### src/hdl/ahtil_pkg.sv
package ahtil_pkg;

    // Table geometry. BUCKETS must be a power of two: the bucket index is the
    // low bits of the folded digit sum.
    localparam int BUCKETS = 1024;
    localparam int WAYS    = 4;
    localparam int BKT_W   = $clog2(BUCKETS);
    localparam int WAY_W   = (WAYS > 1) ? $clog2(WAYS) : 1;

    localparam int KEY_W   = 40;
    localparam int PWD_W   = 64;
    localparam int DIGITS  = 10;
    // 15 * (3^10 - 1) / 2 = 442860 fits in 19 bits
    localparam int HASH_W  = 20;

    localparam int QDEPTH  = 2;
    localparam int QPTR_W  = $clog2(QDEPTH);
    localparam int QCNT_W  = $clog2(QDEPTH + 1);

    // weight of each nibble, least significant digit first
    localparam logic [HASH_W-1:0] POW3 [DIGITS] = '{
        20'd1, 20'd3, 20'd9, 20'd27, 20'd81,
        20'd243, 20'd729, 20'd2187, 20'd6561, 20'd19683
    };

    typedef enum logic {
        CMD_REGISTER = 1'b0,
        CMD_LOGIN    = 1'b1
    } t_cmd;

    typedef enum logic [2:0] {
        ST_NEW_OK    = 3'd0,
        ST_EXISTS    = 3'd1,
        ST_LOGIN_OK  = 3'd2,
        ST_NOT_EXIST = 3'd3,
        ST_WRONG_PW  = 3'd4,
        ST_FULL      = 3'd5
    } t_status;

    typedef enum logic [1:0] {
        BS_CLEAR = 2'd0,
        BS_IDLE  = 2'd1,
        BS_EXEC  = 2'd2
    } t_bstate;

    typedef struct packed {
        t_cmd              cmd;
        logic [KEY_W-1:0]  key;
        logic [PWD_W-1:0]  pwd_high;
        logic [PWD_W-1:0]  pwd_low;
        logic [BKT_W-1:0]  bucket;
    } t_req;

    typedef struct packed {
        logic [KEY_W-1:0]  key;
        logic [PWD_W-1:0]  pwd_high;
        logic [PWD_W-1:0]  pwd_low;
    } t_slot;

    typedef struct packed {
        logic [WAYS-1:0]        valid;
        t_slot [WAYS-1:0]       slot;
    } t_row;

    // h = 3*h + digit over all digits equals the sum of digit * 3^position
    function automatic logic [BKT_W-1:0] bucket_of(input logic [KEY_W-1:0] key);
        logic [HASH_W-1:0] acc;
        acc = '0;
        for (int i = 0; i < DIGITS; i++) begin
            acc = acc + HASH_W'(key[4*i +: 4]) * POW3[i];
        end
        return acc[BKT_W-1:0];
    endfunction

endpackage

### src/hdl/ahtil_front.sv
module ahtil_front
    import ahtil_pkg::*;
(
    input  logic              i_start,
    input  logic              i_cmd,
    input  logic [KEY_W-1:0]  i_account_bcd,
    input  logic [PWD_W-1:0]  i_pwd_high,
    input  logic [PWD_W-1:0]  i_pwd_low,
    input  logic              i_q_full,
    input  logic              i_clearing,
    output logic              o_busy,
    output logic              o_push,
    output t_req              o_req
);

    assign o_busy = i_q_full | i_clearing;
    assign o_push = i_start & ~o_busy;

    // classify: tag the word with its bucket before it queues
    always_comb begin
        o_req.cmd      = t_cmd'(i_cmd);
        o_req.key      = i_account_bcd;
        o_req.pwd_high = i_pwd_high;
        o_req.pwd_low  = i_pwd_low;
        o_req.bucket   = bucket_of(i_account_bcd);
    end

endmodule

### config.mk
export PLATFORM = sky130hd
export DESIGN_NAME = ahtil_front
export DESIGN_NICKNAME = d
export VERILOG_FILES = /design/src/hdl/ahtil_pkg.sv /design/src/hdl/ahtil_front.sv
export SDC_FILE = /design/constraint.sdc
export NUM_CORES = 1
export LEC_CHECK = 0
export BUFFER_PORTS_ARGS = -buffer_cell sky130_fd_sc_hd__buf_4
export CAP_MARGIN = 25
export CORE_AREA = 2 2 138 140
export DETAILED_ROUTE_END_ITERATION = 7
export DIE_AREA = 0 0 140 142
export GPL_ROUTABILITY_DRIVEN = 0
export PLACE_DENSITY = 0.56
export SLEW_MARGIN = 20
export SYNTH_ARGS = -nofsm -noshare
export SYNTH_HDL_FRONTEND = slang
export SYNTH_SLANG_ARGS = --single-unit
### constraint.sdc
create_clock -name vclk -period 16.2
set_clock_uncertainty 0.05 [all_clocks]
set_input_delay 0 -clock vclk [all_inputs]
set_output_delay 0 -clock vclk [all_outputs]
set_load 0.01 [all_outputs]
After elaboration in Yosys (flattened, before gate mapping)
Index checks and enable logic that the tools add are counted.

storage, ports and cells
  word-level logic and storage cells = 21
  bits in registers = 0
  input port bits = 172
  output and inout port bits = 181

operators by class
  bitwise gates (word level) = 3
  multiply operators = 9
  $add $sub $neg = 9

operator list
  cell                                                                   number
  10-bit adder                                                           6
  4-bit by 15-bit multiplier with 10-bit output (second input constant)  1
  4-bit by 13-bit multiplier with 10-bit output (second input constant)  1
  4-bit by 12-bit multiplier with 10-bit output (second input constant)  1
  9-bit by 9-bit adder with 10-bit output                                1
  4-bit by 10-bit multiplier with 10-bit output (second input constant)  1
  4-bit by 7-bit multiplier with 10-bit output (second input constant)   1
  4-bit by 8-bit multiplier with 10-bit output (second input constant)   1
  7-bit by 8-bit adder with 9-bit output                                 1
  4-bit by 5-bit multiplier with 9-bit output (second input constant)    1
  4-bit by 4-bit multiplier with 8-bit output (second input constant)    1
  4-bit by 6-bit adder with 7-bit output                                 1
  4-bit by 2-bit multiplier with 6-bit output (second input constant)    1
  1-bit bitwise AND                                                      1
  1-bit NOT                                                              1
  1-bit bitwise OR                                                       1

Longest topological paths before layout
  word-level depth = 10
  depth in mapped cells = 22
  mapped depth without buffers = 22

Least setup slack after synthesis
No wires, ideal clock.

  path type = input -> output
  start = in i_account_bcd[6]
  end = out o_req[9] (netlist name)
  path buffers = 0
  stages on the path = 19
  required time = 16.150 ns
  arrival time = 5.434 ns
  slack = 10.716 ns
  path through = fa_1 > fa_1 > fa_1 > inv_1 > fa_1 > fa_1 > inv_1 > fa_1 > fa_1 > inv_1 > fa_1 > inv_1 > ha_1 > a21o_1 > a21oi_1 > o21bai_1 > a21oi_1 > o21ai_0 > xnor2_1

RTL lines
  item                line               text
  start: declaration  ahtil_front.sv:6   input logic [KEY_W-1:0] i_account_bcd,
  end: declaration    ahtil_front.sv:13  output t_req o_req

==> out/summary.txt <==
========================================================================================
Pin count of the biggest net entering global routing ......................           12
Post-cts gate resize count ................................................            0
Fin util ..................................................................        0.348
Detail-routed net length per standard cell ................................      13.7 µm
Clock buffer cells ........................................................            0
Fraction of final layout cells with drive strength greater than 1 .........        0.152
Violated checks ...........................................................          DRC
Slowest cell on crit path ................................................. sky130_fd_sc_hd__fa_1
Count of standard-cell rows ...............................................           50
Critical Path Source ...................................................... i_account_bcd[6]
Avg Inst Size Synth .......................................................     9.32 µm²
Cell count along the critical path ........................................           21
Tightest Pin Transition ...................................................     0.298 ns
Maximum fanout count along the critical path ..............................            3
Critical Path Source Type .................................................   input port
Unrepaired setup endpoints after global routing ...........................           no
Overflow left after global routing ........................................            0
Area added between synthesis and finish ...................................        19.1%
Starting density of the core ..............................................        0.292
Met2 wire length ..........................................................      6500 µm
Global-route wire length before repair ....................................     17700 µm
Cell repeated most along the worst path ................................... sky130_fd_sc_hd__fa_1
Floorplan Core Area .......................................................   0.0185 mm²
CP arrival ................................................................      5.98 ns
CP cell instances ......................................................... buf_4 -> fa_1 -> fa_1 -> fa_1 -> inv_1 -> fa_1 -> fa_1 -> inv_1 -> fa_1 -> fa_1 -> inv_1 -> fa_1 -> inv_1 -> ha_1 -> a21o_1 -> a21oi_1 -> o21bai_1 -> a21oi_1 -> o21ai_0 -> xnor2_1 -> buf_4
Maximum clock frequency ...................................................    0.166 GHz
CP Data Required Time .....................................................     16.15 ns
Num ports .................................................................          353
CP top delay family .......................................................  adder cells
Final Routed Wirelength ...................................................     11900 µm
Synth warn ................................................................            0
Min cycle time layout .....................................................      6.03 ns
Area share of the largest cell type after synthesis .......................        0.346
Post-Layout Cell Count ....................................................          867
Post-Place Cells ..........................................................          738
Via density per instance ..................................................         3.89
Uppermost layer routed ....................................................         met3
Final-report setup violation count ........................................            0
Total number of vias ......................................................         3371
Portion of the post-synthesis area used by sequential elements ............            0
Number of search-and-repair iterations in the first detailed-routing pass .            8
Post-Syn Instances ........................................................          578
Number of global-route vias before repair .................................         3426
Number of nets in the final layout ........................................         1000
Final Cycle Share .........................................................        0.372
Number of buffers inserted for hold repair after clock tree synthesis .....          129
Total Neg Setup Slack .....................................................         0 ns
Number of library cell types mapped by synthesis ..........................           13
Critical path class ....................................................... input port to primary output
Path class of the lowest-slack min-delay path ............................. input port to primary output
Horizontal extent of the die ..............................................       140 µm
Max Slew Vio Count ........................................................            0
Max Cap Viol ..............................................................            0
Die height ................................................................       142 µm
Total number of sequential cells ..........................................            0
Final ANT Viol Nets .......................................................            0
Sequential Area ...........................................................        0 µm²
DRC .......................................................................           25
ANT cells .................................................................            0
Initial DRC Count .........................................................           87
Slowest cell delay on critical path .......................................      0.58 ns
Critical hold path startpoint ............................................. i_account_bcd[0]
Sum of routed wire segments on met1 .......................................      4800 µm
Combined area of all synthesized cells ....................................  0.00539 mm²
Dpl hpwl ..................................................................      9810 µm
Count of buffers added by post-CTS timing repair for setup ................            0
Total buffers and inverters traversed by the critical path ................            6
Cells on Worst Hold Path ..................................................            2
Critical Path End Type .................................................... primary output
Final hold viol count .....................................................            0
Fillcell total ............................................................         1852
Result of the run ......................................................... complete, but fails checks
Biggest area contributors in the synthesized netlist ...................... sky130_fd_sc_hd__fa_1 (35%), sky130_fd_sc_hd__buf_4 (24%), sky130_fd_sc_hd__ha_1 (23%)
GRT Total Usage ...........................................................        0.113
Die ar. ...................................................................   0.0199 mm²
Count of input and output buffers .........................................           95
Initial antenna violation count ...........................................            0
WL met3 ...................................................................       555 µm
Cell type with the highest aggregate area in the netlist .................. sky130_fd_sc_hd__fa_1
Relative max-transition margin ............................................        0.799
Synthesized Nets ..........................................................          943
========================================================================================
cell usage in the layout, fill, tap and decap left out:
master,n
sky130_fd_sc_hd__inv_1,167
sky130_fd_sc_hd__dlygate4sd3_1,129
sky130_fd_sc_hd__ha_1,100
sky130_fd_sc_hd__buf_4,95
sky130_fd_sc_hd__fa_1,93
sky130_fd_sc_hd__xnor2_1,30
sky130_fd_sc_hd__a21oi_1,5
sky130_fd_sc_hd__xor2_1,4
sky130_fd_sc_hd__nor2_1,3
sky130_fd_sc_hd__o21bai_1,2
sky130_fd_sc_hd__a21o_1,2
sky130_fd_sc_hd__nand2_1,1
sky130_fd_sc_hd__o21ai_0,1
sky130_fd_sc_hd__or2_2,1
metrics by stage:
| stage | hold WS (ns) | worst slack [ns] | area (µm²) |
|---|---|---|---|
| after floorplan | 0.0371 | 10.72 | 5390 |
| after global placement | -0.0499 | 10.14 | 5120 |
| after detailed placement | -0.0499 | 10.15 | 5120 |
| after CTS | 0.146 | 10.14 | 6420 |
| after global routing | 0.150 | 9.97 | 6420 |
| final | 0.144 | 10.17 | 6420 |
path summary, 6_finish.rpt:
kind / slack (ns) / end
worst max-delay path: 10.17 / o_req[9]
worst min-delay path: 0.14 / o_req[138]
synth_stat cells (all sizes together):
| cell | count |
|---|---|
| buf | 169 |
| xor2 | 4 |
| fa | 93 |
| ha | 100 |
| inv | 167 |
| o21ai | 1 |
| a21o | 2 |
| a21oi | 5 |
| o21bai | 2 |
| xnor2 | 30 |
| or2 | 1 |
| nor2 | 3 |
| nand2 | 1 |
cell type report:
| cell class | count | area (µm²) | area share |
|---|---|---|---|
| multi-input cells | 242 | 3490 | 0.544 |
| repair buffers | 224 | 2000 | 0.312 |
| inverters | 167 | 627 | 0.0977 |
| well taps | 234 | 293 | 0.0456 |
per-layer routing:
layer  vias up  GRT usage
li1       1613          -
met1      1609      0.153
met2       149      0.214
met3         0    0.00471
met4         0          0
met5         -          0
cell families (layout without fill, tap and decap cells):
group / count (synthesis) / in the layout / share of synthesized area
adder cells (fa/ha/maj): 193 / 193 / 0.578
XOR/XNOR: 34 / 34 / 0.0553
AND/OR/NAND/NOR: 5 / 5 / 0.00395
buffers and inverters: 336 / 391 / 0.352
AO/OA/AOI/OAI: 10 / 10 / 0.0111
Power is not shown: default switching activity piles up to over one toggle a cycle in this logic, so the estimate is an artifact.
