**config.mk**
```make
export PLATFORM = sky130hd
export DESIGN_NAME = ahtil_queue
export DESIGN_NICKNAME = d
export VERILOG_FILES = /design/src/hdl/ahtil_pkg.sv /design/src/hdl/ahtil_queue.sv
export SDC_FILE = /design/constraint.sdc
export NUM_CORES = 1
export LEC_CHECK = 0
export BUFFER_PORTS_ARGS = -buffer_cell sky130_fd_sc_hd__buf_4
export CAP_MARGIN = 20
export CORE_MARGIN = 2
export CORE_UTILIZATION = 49
export CTS_BUF_LIST = sky130_fd_sc_hd__clkbuf_4 sky130_fd_sc_hd__clkbuf_8
export DETAILED_ROUTE_END_ITERATION = 10
export GPL_ROUTABILITY_DRIVEN = 0
export GPL_TIMING_DRIVEN = 0
export HOLD_SLACK_MARGIN = 0.15
export PLACE_DENSITY = 0.85
export SETUP_SLACK_MARGIN = 0.15
export SYNTH_ARGS = -nofsm -noshare
export SYNTH_HDL_FRONTEND = slang
export SYNTH_SLANG_ARGS = --single-unit
```
**constraint.sdc**
```tcl
create_clock -name i_clk -period 10.1 [get_ports i_clk]
set_input_delay 1.01 -clock i_clk [delete_from_list [all_inputs] [get_ports i_clk]]
set_output_delay 1.01 -clock i_clk [all_outputs]
set_load 0.01 [all_outputs]
```
**src/hdl/ahtil_pkg.sv**
```systemverilog
package ahtil_pkg;

    // Table geometry. BUCKETS must be a power of two: the bucket index is the
    // low bits of the folded digit sum.
    localparam int BUCKETS = 1024;
    localparam int WAYS    = 4;
    localparam int BKT_W   = $clog2(BUCKETS);
    localparam int WAY_W   = (WAYS > 1) ? $clog2(WAYS) : 1;

    localparam int KEY_W   = 40;
    localparam int PWD_W   = 64;
    localparam int DIGITS  = 10;
    // 15 * (3^10 - 1) / 2 = 442860 fits in 19 bits
    localparam int HASH_W  = 20;

    localparam int QDEPTH  = 2;
    localparam int QPTR_W  = $clog2(QDEPTH);
    localparam int QCNT_W  = $clog2(QDEPTH + 1);

    // weight of each nibble, least significant digit first
    localparam logic [HASH_W-1:0] POW3 [DIGITS] = '{
        20'd1, 20'd3, 20'd9, 20'd27, 20'd81,
        20'd243, 20'd729, 20'd2187, 20'd6561, 20'd19683
    };

    typedef enum logic {
        CMD_REGISTER = 1'b0,
        CMD_LOGIN    = 1'b1
    } t_cmd;

    typedef enum logic [2:0] {
        ST_NEW_OK    = 3'd0,
        ST_EXISTS    = 3'd1,
        ST_LOGIN_OK  = 3'd2,
        ST_NOT_EXIST = 3'd3,
        ST_WRONG_PW  = 3'd4,
        ST_FULL      = 3'd5
    } t_status;

    typedef enum logic [1:0] {
        BS_CLEAR = 2'd0,
        BS_IDLE  = 2'd1,
        BS_EXEC  = 2'd2
    } t_bstate;

    typedef struct packed {
        t_cmd              cmd;
        logic [KEY_W-1:0]  key;
        logic [PWD_W-1:0]  pwd_high;
        logic [PWD_W-1:0]  pwd_low;
        logic [BKT_W-1:0]  bucket;
    } t_req;

    typedef struct packed {
        logic [KEY_W-1:0]  key;
        logic [PWD_W-1:0]  pwd_high;
        logic [PWD_W-1:0]  pwd_low;
    } t_slot;

    typedef struct packed {
        logic [WAYS-1:0]        valid;
        t_slot [WAYS-1:0]       slot;
    } t_row;

    // h = 3*h + digit over all digits equals the sum of digit * 3^position
    function automatic logic [BKT_W-1:0] bucket_of(input logic [KEY_W-1:0] key);
        logic [HASH_W-1:0] acc;
        acc = '0;
        for (int i = 0; i < DIGITS; i++) begin
            acc = acc + HASH_W'(key[4*i +: 4]) * POW3[i];
        end
        return acc[BKT_W-1:0];
    endfunction

endpackage

```
**src/hdl/ahtil_queue.sv**
```systemverilog
module ahtil_queue
    import ahtil_pkg::*;
(
    input  logic  i_clk,
    input  logic  i_rst_n,
    input  logic  i_push,
    input  t_req  i_req,
    input  logic  i_pop,
    output t_req  o_head,
    output logic  o_empty,
    output logic  o_full
);

    t_req               r_entry [QDEPTH];
    logic [QPTR_W-1:0]  r_wptr;
    logic [QPTR_W-1:0]  r_rptr;
    logic [QCNT_W-1:0]  r_count;
    logic [QCNT_W-1:0]  n_count;

    assign o_head  = r_entry[r_rptr];
    assign o_empty = (r_count == '0);
    assign o_full  = (r_count == QCNT_W'(QDEPTH));

    always_comb begin
        n_count = r_count;
        if (i_push && !i_pop) begin
            n_count = r_count + 1'b1;
        end else if (i_pop && !i_push) begin
            n_count = r_count - 1'b1;
        end
    end

    always_ff @(posedge i_clk) begin
        if (!i_rst_n) begin
            r_wptr  <= '0;
            r_rptr  <= '0;
            r_count <= '0;
        end else begin
            r_count <= n_count;
            if (i_push) begin
                r_wptr <= r_wptr + 1'b1;
            end
            if (i_pop) begin
                r_rptr <= r_rptr + 1'b1;
            end
        end
    end

    always_ff @(posedge i_clk) begin
        if (i_push) begin
            r_entry[r_wptr] <= i_req;
        end
    end

endmodule

```
Word-level counts from Yosys, hierarchy flattened

Memories as Yosys holds them, arrays and structs flattened. A register that Yosys moved wholly into a read port is not among the register bits.
Index checks and enable logic that the tools add are counted.

Input port bits: 183
Output and inout bits: 181
Latch bits: 0
Register bits after elaboration: 4
Memories kept: 1
Logic and storage cells: 21
Bits in read-only memories: 0
Bits in writable memories: 358

Memory list:

| memory  | words | width | read ports | clocked after Yosys merged registers in | wr ports | line              | RTL |
|---|---|---|---|---|---|---|---|
| r_entry | 2     | 179   | 1          | 1                                       | 1        | ahtil_queue.sv:14 | `t_req r_entry [QDEPTH];` |

Multiplexer cells: 6
$mul: 0
Eq/ne operators: 1
Add/sub/neg operators: 4
Bitwise logic cells: 0
Reductions and logical operators: 6
Div/mod/pow operators: 0
Shift-type cells: 0
$lt $le $gt $ge: 0

Operators with widths:

| cell                                              | number |
|---|---|
| 2-to-1 mux 1 bit                                  | 4 |
| 2-to-1 mux 2 bit                                  | 2 |
| adder 1 bit (second input constant)               | 2 |
| adder 2 x 1 -> 2 bit (second input constant)      | 1 |
| == test 2 bit (second input constant)             | 1 |
| logical AND 1 bit                                 | 2 |
| logical NOT 1 bit                                 | 2 |
| logical NOT 2 bit                                 | 1 |
| nonzero test 2 bit                                | 1 |
| subtractor 2 x 1 -> 2 bit (second input constant) | 1 |

Longest topological paths before layout

Gate-level depths: netlist of the first run.

Word-level depth: 4
Depth in mapped cells: 5
Mapped depth without buffers: 5

Least setup slack after synthesis of the first run

No wires, ideal clock.

Kind: input -> register
Start point: input i_push
End point: memory r_entry[0][0] (netlist bit), enable pin
Library setup time: 742 ps
Stages on the path: 1
Path buffers: 0
Data arrival time: 8,768 ps
Required time: 9,358 ps
Setup slack: 591 ps
Path through: nor2b_1

Cells in the longest elaborated chain, start to end: 2

RTL lines:

| item                                   | line              | RTL |
|---|---|---|
| start: declaration                     | ahtil_queue.sv:6  | `input logic i_push,` |
| 2-to-1 mux 1 bit                       | ahtil_queue.sv:50 | `if (i_push) begin` |
| 2-to-1 mux 1 bit (not written as such) | ahtil_queue.sv:51 | `r_entry[r_wptr] <= i_req;` |
| end: declaration                       | ahtil_queue.sv:14 |  |

No other way between the ends.

==> results of run 1 <==
-- cell type report --
type | instances | share of cell area
Tap cell | 341 | 0.02371
Inverter | 1 | 0.0002086
Clock buffer | 81 | 0.05360
Buffer | 20 | 0.01043
Sequential cell | 363 | 0.6029
Clock inverter | 20 | 0.007508
Timing Repair Buffer | 371 | 0.1620
Multi-Input combinational cell | 195 | 0.1397
-- layout by cell type, fill, tap and decap left out, drive strengths merged, types with 2 or more instances in the layout --
cell | Yosys | final
clkbuf | 0 | 81
mux2 | 179 | 179
bufinv | 0 | 2
clkinv | 0 | 18
edfxtp | 358 | 358
xor2 | 2 | 2
and2 | 4 | 4
buf | 20 | 391
dfxtp | 5 | 5
nor2b | 3 | 3
-- tightest hold or removal path, cell delays in order (launching register included) --
cell and delay (ns):
dfxtp_1 0.33, o21ai_0 0.09, a21boi_0 0.09
-- sequential cells by signal, summed over array words and instances (netlist names), named ones only --
signal   count
r_wptr       1
r_rptr       1
r_count      2
r_entry    358
-- worst paths after layout --
| path | start | to | slack [ns] | cells past startpoint |
|---|---|---|---|---|
| setup / recovery | flop | o_head[57] | 7.16 | 5 |
| hold / removal | r_count[1]$_SDFFE_PN0P_ | r_count[1]$_SDFFE_PN0P_ | 0.57 | 2 |
| setup reg to reg | r_wptr$_SDFFE_PN0P_ | r_entry[0][116]$_DFFE_PP_ | 7.96 | 4 |
| hold reg to reg | r_count[1]$_SDFFE_PN0P_ | r_count[1]$_SDFFE_PN0P_ | 0.57 | 2 |
-- routing by layer --
metal,global-route usage,wire [um]
met1,0.1941,9755
met2,0.3279,14510
met3,0.07395,2937
met4,0.06503,782
met5,0,0
-- per-stage QoR --
step | TNS (ns) | utilization | instances | worst slack [ns] | hold slack [ns]
2_1_floorplan | 0 | - | 579 | 0.5909 | 0.4729
3_3_place_gp | -691.07 | 0.6178 | 1283 | -3.879 | 0.4891
3_5_place_dp | 0 | 0.6252 | 1291 | 7.122 | 0.5443
4_1_cts | 0 | 0.6659 | 1392 | 7.076 | 0.5540
5_1_grt | 0 | 0.6659 | 1392 | 7.043 | 0.5844
6_report | 0 | 0.6659 | 1392 | 7.156 | 0.5651
-- where the power goes --
part           total [uW]  internal, uW  switching, uW  leakage, uW
registers            1760          1740           19.1      0.00340
clock network        1180           661            518     0.000591
logic                 455           255            200      0.00305
-- logic make-up after synthesis --
group / synth area share
simple gates: 0.003972
flops: 0.8010
xor+xnor: 0.001940
compound gates: 0.001478
fa+ha+maj: 0.0009236
mux: 0.1765
buf+inv: 0.01413
==> results.yml, run 1 <==
synth:
  synth_nets: 763
  synth_most_common_cell: "edfxtp_1"
  synth_common_cells: "358 x edfxtp_1, 100 x mux2_4, 79 x mux2_2"
  syn_area_sq_mm: 0.01355
  ys_warn_count: 0
  ys_seq_area_frac: 0.8010
  synth-edff-count: 358
  synth_top_area_share: 0.7936
  synth.avg_cell_area_sq_um: 23.39
  yosysTopAreaCell: "edfxtp_1"
  netlist_instances: 579
  synth_cell_types: 17
  yosys-top-cells-area: "edfxtp_1 79%, mux2_4 11%, mux2_2 6.6%"
  async_flop_share: 0
  synth-main-ff-cell: "edfxtp_1"
  ys_ff_latch: 363
layout:
  diodes: 0
  area_growth_pct: 32.87
  layout.nets: 1191
  drive_gt1_frac: 0.6289
  nFillCells: 1747
  multiInputGateArea_sq_mm: 0.002514
  seq_area_sq_mm: 0.01085
  postLayoutCellArea_sq_mm: 0.01800
die:
  fp.dieH_um: 170.3
  io_pins: 364
  initial_core_util: 0.5012
  die_x_um: 170.3
  num_rows: 60
  placeableCoreArea_sq_mm: 0.02703
  dieArea_sq_mm: 0.02899
critical_path:
  cp_slowest_cell: "mux2_4"
  cp_data_arrival_time_ns: 1.93
  crit_path_start_kind: "flop"
  cp.required_ns: 9.09
  crit_path_max_fanout: 10
  cp_common_cell: "buf_6"
  crit_family: "buffers and inverters"
  crit_path_end_kind: "primary output"
  cpPeakStageDelay_ns: 0.33
  path_buf_inv: 4
  path_cells: "buf_6, buf_6, buf_6, mux2_4, buf_4"
  critical_path_class: "reg2out"
global_routing:
  antenna_found_initial: 0
  grt_pass1_vias: 7320
  globalRouteOverflowTotal: 0
  grt_max_degree: 69
  track_usage: 0.1829
  grt_pass1_wl_um: 40120
clock_tree:
  ctsResizeCount: 0
  cts_buffers: 55
  htree_levels: 2
  clockRootBuffer: "clkbuf_8"
  path_clk_slew_ns: 0.06
  postCtsSetupBuffers: 0
  tritoncts: "built"
  clkLatencyLatePin_ns: 0.55
  cts_buffer_depth: 3
  cts.sinks: 363
  cts_hold_buf: 0
timing:
  timing.max_slew.rel_slack: 0.4143
  fin_skew_ns: 0.01594
  setup_violations: 0
  rsz0062_at_grt: "no"
  max_freq_mhz: 339.6
  min_period_ns: 2.944
  hold_viol_final: 0
  period_share: 0.2915
  tightest_slew_ns: 0.8767
  drv_slew: 0
power:
  leakagePower_uw: 0.007040
  total_power_uw: 3396
  ir_drop_mv: 0.1395
  power_density_mw_per_mm2: 188.7
placement:
  io_buffer_count: 363
  placed_area_sq_mm: 0.01690
  dp_hpwl_um: 19770
route:
  drc: 0
  routedWlPerCell_um: 20.10
  via_per_inst: 5.009
  vias: 6972
  ant_nets: 0
  drtPass1Iterations: 4
  routed_wl_um: 27990
  drt_iter0_markers: 357
min_path:
  hold_path.class: "reg2reg"
outcome:
  status: "complete, no violations"
run:
  cap_violations: 0
(Power assumes the default switching activity.)
==> inputs of run 2 (changes only) <==
==> constraint.sdc (replaced) <==
create_clock -name i_clk -period 2.7 [get_ports i_clk]
set_input_delay 0.27 -clock i_clk [delete_from_list [all_inputs] [get_ports i_clk]]
set_output_delay 0.27 -clock i_clk [all_outputs]
set_load 0.01 [all_outputs]
==> run 2 against run 1 <==
Effect of this change:
- sequential power rose to 3.8 times the previous value
- cell count rose by 13%
- flip-flop and latch count unchanged
- first-iteration DRC count up 51%
- register-to-register slack worse by 7.5 ns
- non-clock buffer count is 182 higher
- count of clock-buffer cells in the layout is 4 higher
- critical path depth stayed put
- largest cell class unchanged
- via count rose by 15%
- total power rose to 3.9 times the previous value
- worst setup slack got worse by 6.7 ns
==> results.yml, run 2 (synthesis gave the netlist of run 1 again) <==
outcome:
  status: "complete, no violations"
power:
  leakagePower_uw: 0.007791
  power_density_mw_per_mm2: 660.9
  ir_drop_mv: 0.4946
layout:
  largest_reg_flops: 358
  final_cell_mix: "363 x buf_4, 358 x edfxtp_1, 182 x dlygate4sd3_1"
  top_register: "r_entry"
  area_growth_pct: 46.17
  final_common_cell: "buf_4"
  drive_gt1_frac: 0.5390
  top_regs: "r_entry (358), r_count (2)"
  fin_cells: 1573
  layout.nets: 1374
  nFillCells: 1488
  postLayoutCellArea_sq_mm: 0.01980
global_routing:
  antenna_found_initial: 2
  track_usage: 0.2368
  grt_max_degree: 69
  globalRouteOverflowTotal: 0
  grt_pass1_wl_um: 51200
  grt_pass1_vias: 8999
clock_tree:
  clockRootBuffer: "clkbuf_8"
  tritoncts: "built"
  cts_buffer_depth: 3
  cts_buffers: 56
  path_clk_slew_ns: 0.06
  htree_levels: 2
  clkLatencyLatePin_ns: 0.58
  cts.sinks: 363
timing:
  drv_slew: 0
  finalWorstSetupSlack_ns: 0.4370
  hold_viol_final: 0
  max_freq_mhz: 441.9
  period_share: 0.8381
  rsz0062_at_grt: "no"
  fin_tns_setup_ns: 0
  holdWs_ns: 0.2233
  fin_skew_ns: 0.02008
  timing.max_slew.rel_slack: 0.4560
  min_period_ns: 2.263
  setup_violations: 0
  tightest_slew_ns: 0.8143
die:
  fp.dieH_um: 170.3
  io_pins: 364
  num_rows: 60
  initial_core_util: 0.5012
  die_x_um: 170.3
  dieArea_sq_mm: 0.02899
  placeableCoreArea_sq_mm: 0.02703
critical_path:
  critical_path_class: "reg2reg"
  timing.rr.end: "r_entry[0][108]$_DFFE_PP_"
  crit_path_start_kind: "flop"
  crit_path_end_kind: "flop"
  rrSetupSlack_ns: 0.44
  cp_data_arrival_time_ns: 2.53
  cp.required_ns: 2.97
  crit_path_max_fanout: 28
  r2r_cells: 5
  reg2reg_from: "r_wptr$_SDFFE_PN0P_"
route:
  via_per_inst: 5.079
  drc: 0
  routedWlPerCell_um: 22.31
  routed_wl_um: 35100
  ant_nets: 0
  vias: 7989
  drt_iter0_markers: 540
  drtPass1Iterations: 5
min_path:
  min_from: "i_push"
  min_delay_path_depth: 4
  worstHoldEndpoint: "r_count[1]$_SDFFE_PN0P_"
  hold_path.class: "in2reg"
run:
  cap_violations: 0
placement:
  placedCellCount: 1291
  place_ws_ns: 0.3749
  io_buffer_count: 363
  dp_hpwl_um: 19620
  placed_area_sq_mm: 0.01689
-- run 2: how the worst max path moves through the flow --
| stage | to | start |
|---|---|---|
| 2_1_floorplan | r_entry[0][0]$_DFFE_PP_ | r_wptr$_SDFFE_PN0P_ |
| 3_3_place_gp | r_entry[0][115]$_DFFE_PP_ | i_push |
| 3_5_place_dp | r_entry[0][138]$_DFFE_PP_ | i_push |
| 4_1_cts | o_head[55] | flop |
| 5_1_grt | r_entry[0][54]$_DFFE_PP_ | r_wptr$_SDFFE_PN0P_ |
| 6_report | r_entry[0][108]$_DFFE_PP_ | r_wptr$_SDFFE_PN0P_ |
-- run 2: repair_timing --
action	in CTS	in global routing
gates resized for setup	0	0
hold endpoints to repair	363	0
buffers inserted	0	0
hold buffers	182	0
-- run 2: critical path, stage by stage (launching register included) --
cell,delay [ns]
dfxtp_2,0.34
nor2b_4,0.65
buf_12,0.29
buf_12,0.22
buf_12,0.24
buf_16,0.19
-- run 2: per-stage QoR --
stage | util | total power [uW]
finish | 0.7326 | 13090
floorplan | - | 7549
detailed placement | 0.6250 | 8419
global placement | 0.6182 | 8355
CTS | 0.7324 | 13030
global route | 0.7326 | 13510
-- run 2: final cells by class --
type	instances	area [sq um]	share of cell area
Sequential cell	363	10850	0.5481
Timing Repair Buffer	553	4730	0.2389
Multi-Input combinational cell	195	2514	0.1270
Clock buffer	85	1001	0.05056
Tap cell	341	426.7	0.02155
Buffer	20	187.7	0.009479
Clock inverter	13	80.08	0.004044
Antenna cell	2	5.005	0.0002528
Inverter	1	3.754	0.0001896
-- run 2: metal layers --
| layer | wire length (um) | track usage | up-vias |
|---|---|---|---|
| met2 | 18340 | 0.4290 | 412 |
| met3 | 3009 | 0.07349 | 102 |
| met4 | 1359 | 0.1055 | 0 |
| li1 | - | - | 3530 |
| met5 | 0 | 0 | - |
| met1 | 12380 | 0.2534 | 3945 |
-- run 2: power breakdown --
| group | switching (uW) | internal [uW] | leakage, uW |
|---|---|---|---|
| Clock | 2050 | 2440 | 0.000584 |
| Combinational | 852 | 1130 | 0.00381 |
| Sequential | 89.4 | 6520 | 0.00340 |
| Total | 3000 | 10100 | 0.00779 |
==> inputs of run 3 (changes only) <==
--- a/config.mk
+++ b/config.mk
@@ -5,6 +5,7 @@
 export SDC_FILE = /design/constraint.sdc
 export NUM_CORES = 1
 export LEC_CHECK = 0
+export ABC_AREA = 1
 export BUFFER_PORTS_ARGS = -buffer_cell sky130_fd_sc_hd__buf_4
 export CAP_MARGIN = 20
 export CORE_MARGIN = 2
==> constraint.sdc (replaced) <==
create_clock -name i_clk -period 1.95 [get_ports i_clk]
set_input_delay 0.195 -clock i_clk [delete_from_list [all_inputs] [get_ports i_clk]]
set_output_delay 0.195 -clock i_clk [all_outputs]
set_load 0.01 [all_outputs]
==> run 3 against run 2 <==
Effect of this change:
- largest power group unchanged
- highest routed layer unchanged
- non-clock buffer count rose by 29
- largest cell class unchanged
- critical path type is now reg2out
- sequential share of layout area is 3.9 points lower
- sequential power is 39% higher
- the run now ends with setup timing left
==> results.yml, run 3 <==
global_routing:
  globalRouteOverflowTotal: 0
  grt_pass1_wl_um: 52870
  grt_max_degree: 43
  antenna_found_initial: 5
  grt_pass1_vias: 9095
  track_usage: 0.2453
critical_path:
  critical_path_class: "reg2out"
  reg2reg_from: "r_wptr$_SDFFE_PN0P_"
  path_cells: "buf_12, buf_12, buf_12, buf_16, mux2_4, buf_6"
  crit_path_max_fanout: 6
  cpPeakStageDelay_ns: 0.36
  timing.rr.end: "r_entry[1][95]$_DFFE_PP_"
  cp.required_ns: 1.75
  path_buf_inv: 5
  crit_family: "buffers and inverters"
  cp_common_cell: "buf_12"
  crit_path_start_kind: "flop"
  r2r_cells: 5
  cp_data_arrival_time_ns: 1.90
  cp_slowest_cell: "dfxtp_4"
  crit_cells: 6
  rrSetupSlack_ns: 0.36
  crit_path_end_kind: "primary output"
clock_tree:
  cts.sinks: 363
  tritoncts: "built"
  cts_buffer_depth: 3
  path_clk_slew_ns: 0.06
  clockRootBuffer: "clkbuf_8"
  htree_levels: 2
  clkLatencyLatePin_ns: 0.60
  cts_buffers: 57
layout:
  multiInputGateArea_sq_mm: 0.002645
  drive_gt1_frac: 0.5426
  final_common_cell: "edfxtp_1"
  nFillCells: 1290
  final_cell_mix: "358 x edfxtp_1, 244 x buf_4, 184 x dlygate4sd3_1"
  largest_reg_flops: 358
  top_regs: "r_entry (358), r_count (2)"
  final_core_util: 0.7886
  layout.nets: 1417
  seq_area_sq_mm: 0.01086
  area_growth_pct: 57.21
  top_register: "r_entry"
power:
  p_comb_frac: 0.158
  clockPowerShare: 0.362
  ir_drop_mv: 0.9332
  power_density_mw_per_mm2: 899.7
  leakagePower_uw: 0.008486
  power_switching_uw: 4470
  intPower_uw: 14710
  swShare: 0.2331
  power_frac_seq: 0.479
timing:
  drv_slew: 0
  finalWorstSetupSlack_ns: -0.1405
  timing.max_slew.rel_slack: 0.7836
  rsz0062_at_grt: "yes"
  min_period_ns: 2.090
  setup_violations: 169
  max_freq_mhz: 478.4
  period_share: 1.072
  holdWs_ns: 0.3282
  fin_tns_setup_ns: -13.67
  hold_viol_final: 0
  tightest_slew_ns: 0.3239
  fin_skew_ns: 0.02141
route:
  via_per_inst: 5.202
  vias: 8459
  ant_nets: 0
  drtPass1Iterations: 8
  routed_wl_um: 40470
  drt_iter0_markers: 698
  drc: 0
  routedWlPerCell_um: 24.89
synth:
  ys_seq_area_frac: 0.8004
  synth.avg_cell_area_sq_um: 22.90
  synth-edff-count: 358
  yosys-top-cells-area: "edfxtp_1 79%, mux2_4 11%, mux2_2 6.6%"
  synth_top_area_share: 0.7930
  syn_area_sq_mm: 0.01356
  synth_cell_types: 14
  async_flop_share: 0
  ys_ff_latch: 363
  synth_nets: 776
  synth_common_cells: "358 x edfxtp_1, 100 x mux2_4, 79 x mux2_2"
  synth_top_family_by_area: "multiplexers"
  synth-main-ff-cell: "edfxtp_1"
  netlist_instances: 592
  synthMuxAreaShare: 0.1764
  synth_most_common_cell: "edfxtp_1"
  ys_warn_count: 0
  synth-compound-area-share: 0.0007383
  synthSimpleGateAreaFrac: 0.005538
  synthAdderAreaFrac: 0.0009229
  synth-xor-area-share: 0
  yosysTopAreaCell: "edfxtp_1"
placement:
  place_ws_ns: 0.08361
  io_buffer_count: 363
  dp_hpwl_um: 19820
min_path:
  min_from: "i_req[79]"
  worstHoldEndpoint: "r_entry[0][79]$_DFFE_PP_"
  hold_path.class: "in2reg"
  min_delay_path_depth: 2
run:
  cap_violations: 0
die:
  io_pins: 364
  dieArea_sq_mm: 0.02901
  num_rows: 60
  placeableCoreArea_sq_mm: 0.02703
  fp.dieH_um: 170.3
  initial_core_util: 0.5016
  die_x_um: 170.3
outcome:
  violations: "setup timing"
  status: "finished with violations"
[run 3: worst max-delay path by stage]
stage / from / to / slack, ns
2_1_floorplan: r_wptr$_SDFFE_PN0P_ / r_entry[1][0]$_DFFE_PP_ / -1.51
3_3_place_gp: r_wptr$_SDFFE_PN0P_ / r_entry[1][120]$_DFFE_PP_ / -3.04
3_5_place_dp: r_wptr$_SDFFE_PN0P_ / r_entry[1][94]$_DFFE_PP_ / 0.08
4_1_cts: flop / o_head[133] / -0.18
5_1_grt: flop / o_head[148] / -0.20
6_report: flop / o_head[156] / -0.14
[run 3: logic make-up (layout without fill, tap and decap cells)]
family	count (synthesis)	in the layout
buffers and inverters	28	715
AOI/OAI and AO/OA	2	2
other	0	6
adders and majority gates	1	1
muxes	179	179
DFF	363	363
and+or+nand+nor	19	19
[run 3: worst register-to-register path, stage by stage (launching register included)]
cell	delay (ns)
dfxtp_4	0.37
nand2_2	0.08
clkinvlp_4	0.09
buf_12	0.18
buf_12	0.23
buf_12	0.30
[run 3: routing by layer]
metal	GRT usage	routed length [um]	vias to the layer above
met5	0	0	-
met2	0.4604	22040	477
met1	0.2583	13760	4241
li1	-	-	3646
met4	0.1011	1489	0
met3	0.06628	3178	95
[run 3: power groups by stage]
stage | Combinational [uW] | Clock (uW) | Sequential [uW]
after floorplan | 1010 | 0 | 9310
after global placement | 2010 | 0 | 9330
after detailed placement | 2130 | 0 | 9310
after CTS | 2600 | 6810 | 9150
after global routing | 3160 | 7350 | 9210
final | 3040 | 6950 | 9190
[run 3: timing repair]
action / in CTS / in global routing
pin swaps: 0 / 1
resized for setup: 59 / 168
buffers inserted: 8 / 3
hold buffers: 185 / 0
endpoints found under the setup margin: 221 / 180
hold endpoints to repair: 366 / 0
cloned: 3 / 10
[run 3: layout make-up]
class	count	area share
tap	341	0.02002
clock buffer	80	0.04726
timing repair buffer	582	0.2681
clock inverter	25	0.01004
sequential	363	0.5095
multi-input combinational	201	0.1241
antenna	6	0.0007045
inverter	8	0.001585
buffer	20	0.01873
[run 3: through the flow]
step / total power, uW / area (sq um) / instances
6_report: 19180 / 21310 / 1626
5_1_grt: 19710 / 21310 / 1625
4_1_cts: 18560 / 20410 / 1608
3_5_place_dp: 11430 / 16950 / 1307
3_3_place_gp: 11340 / 16720 / 1296
2_1_floorplan: 10320 / 13570 / 592
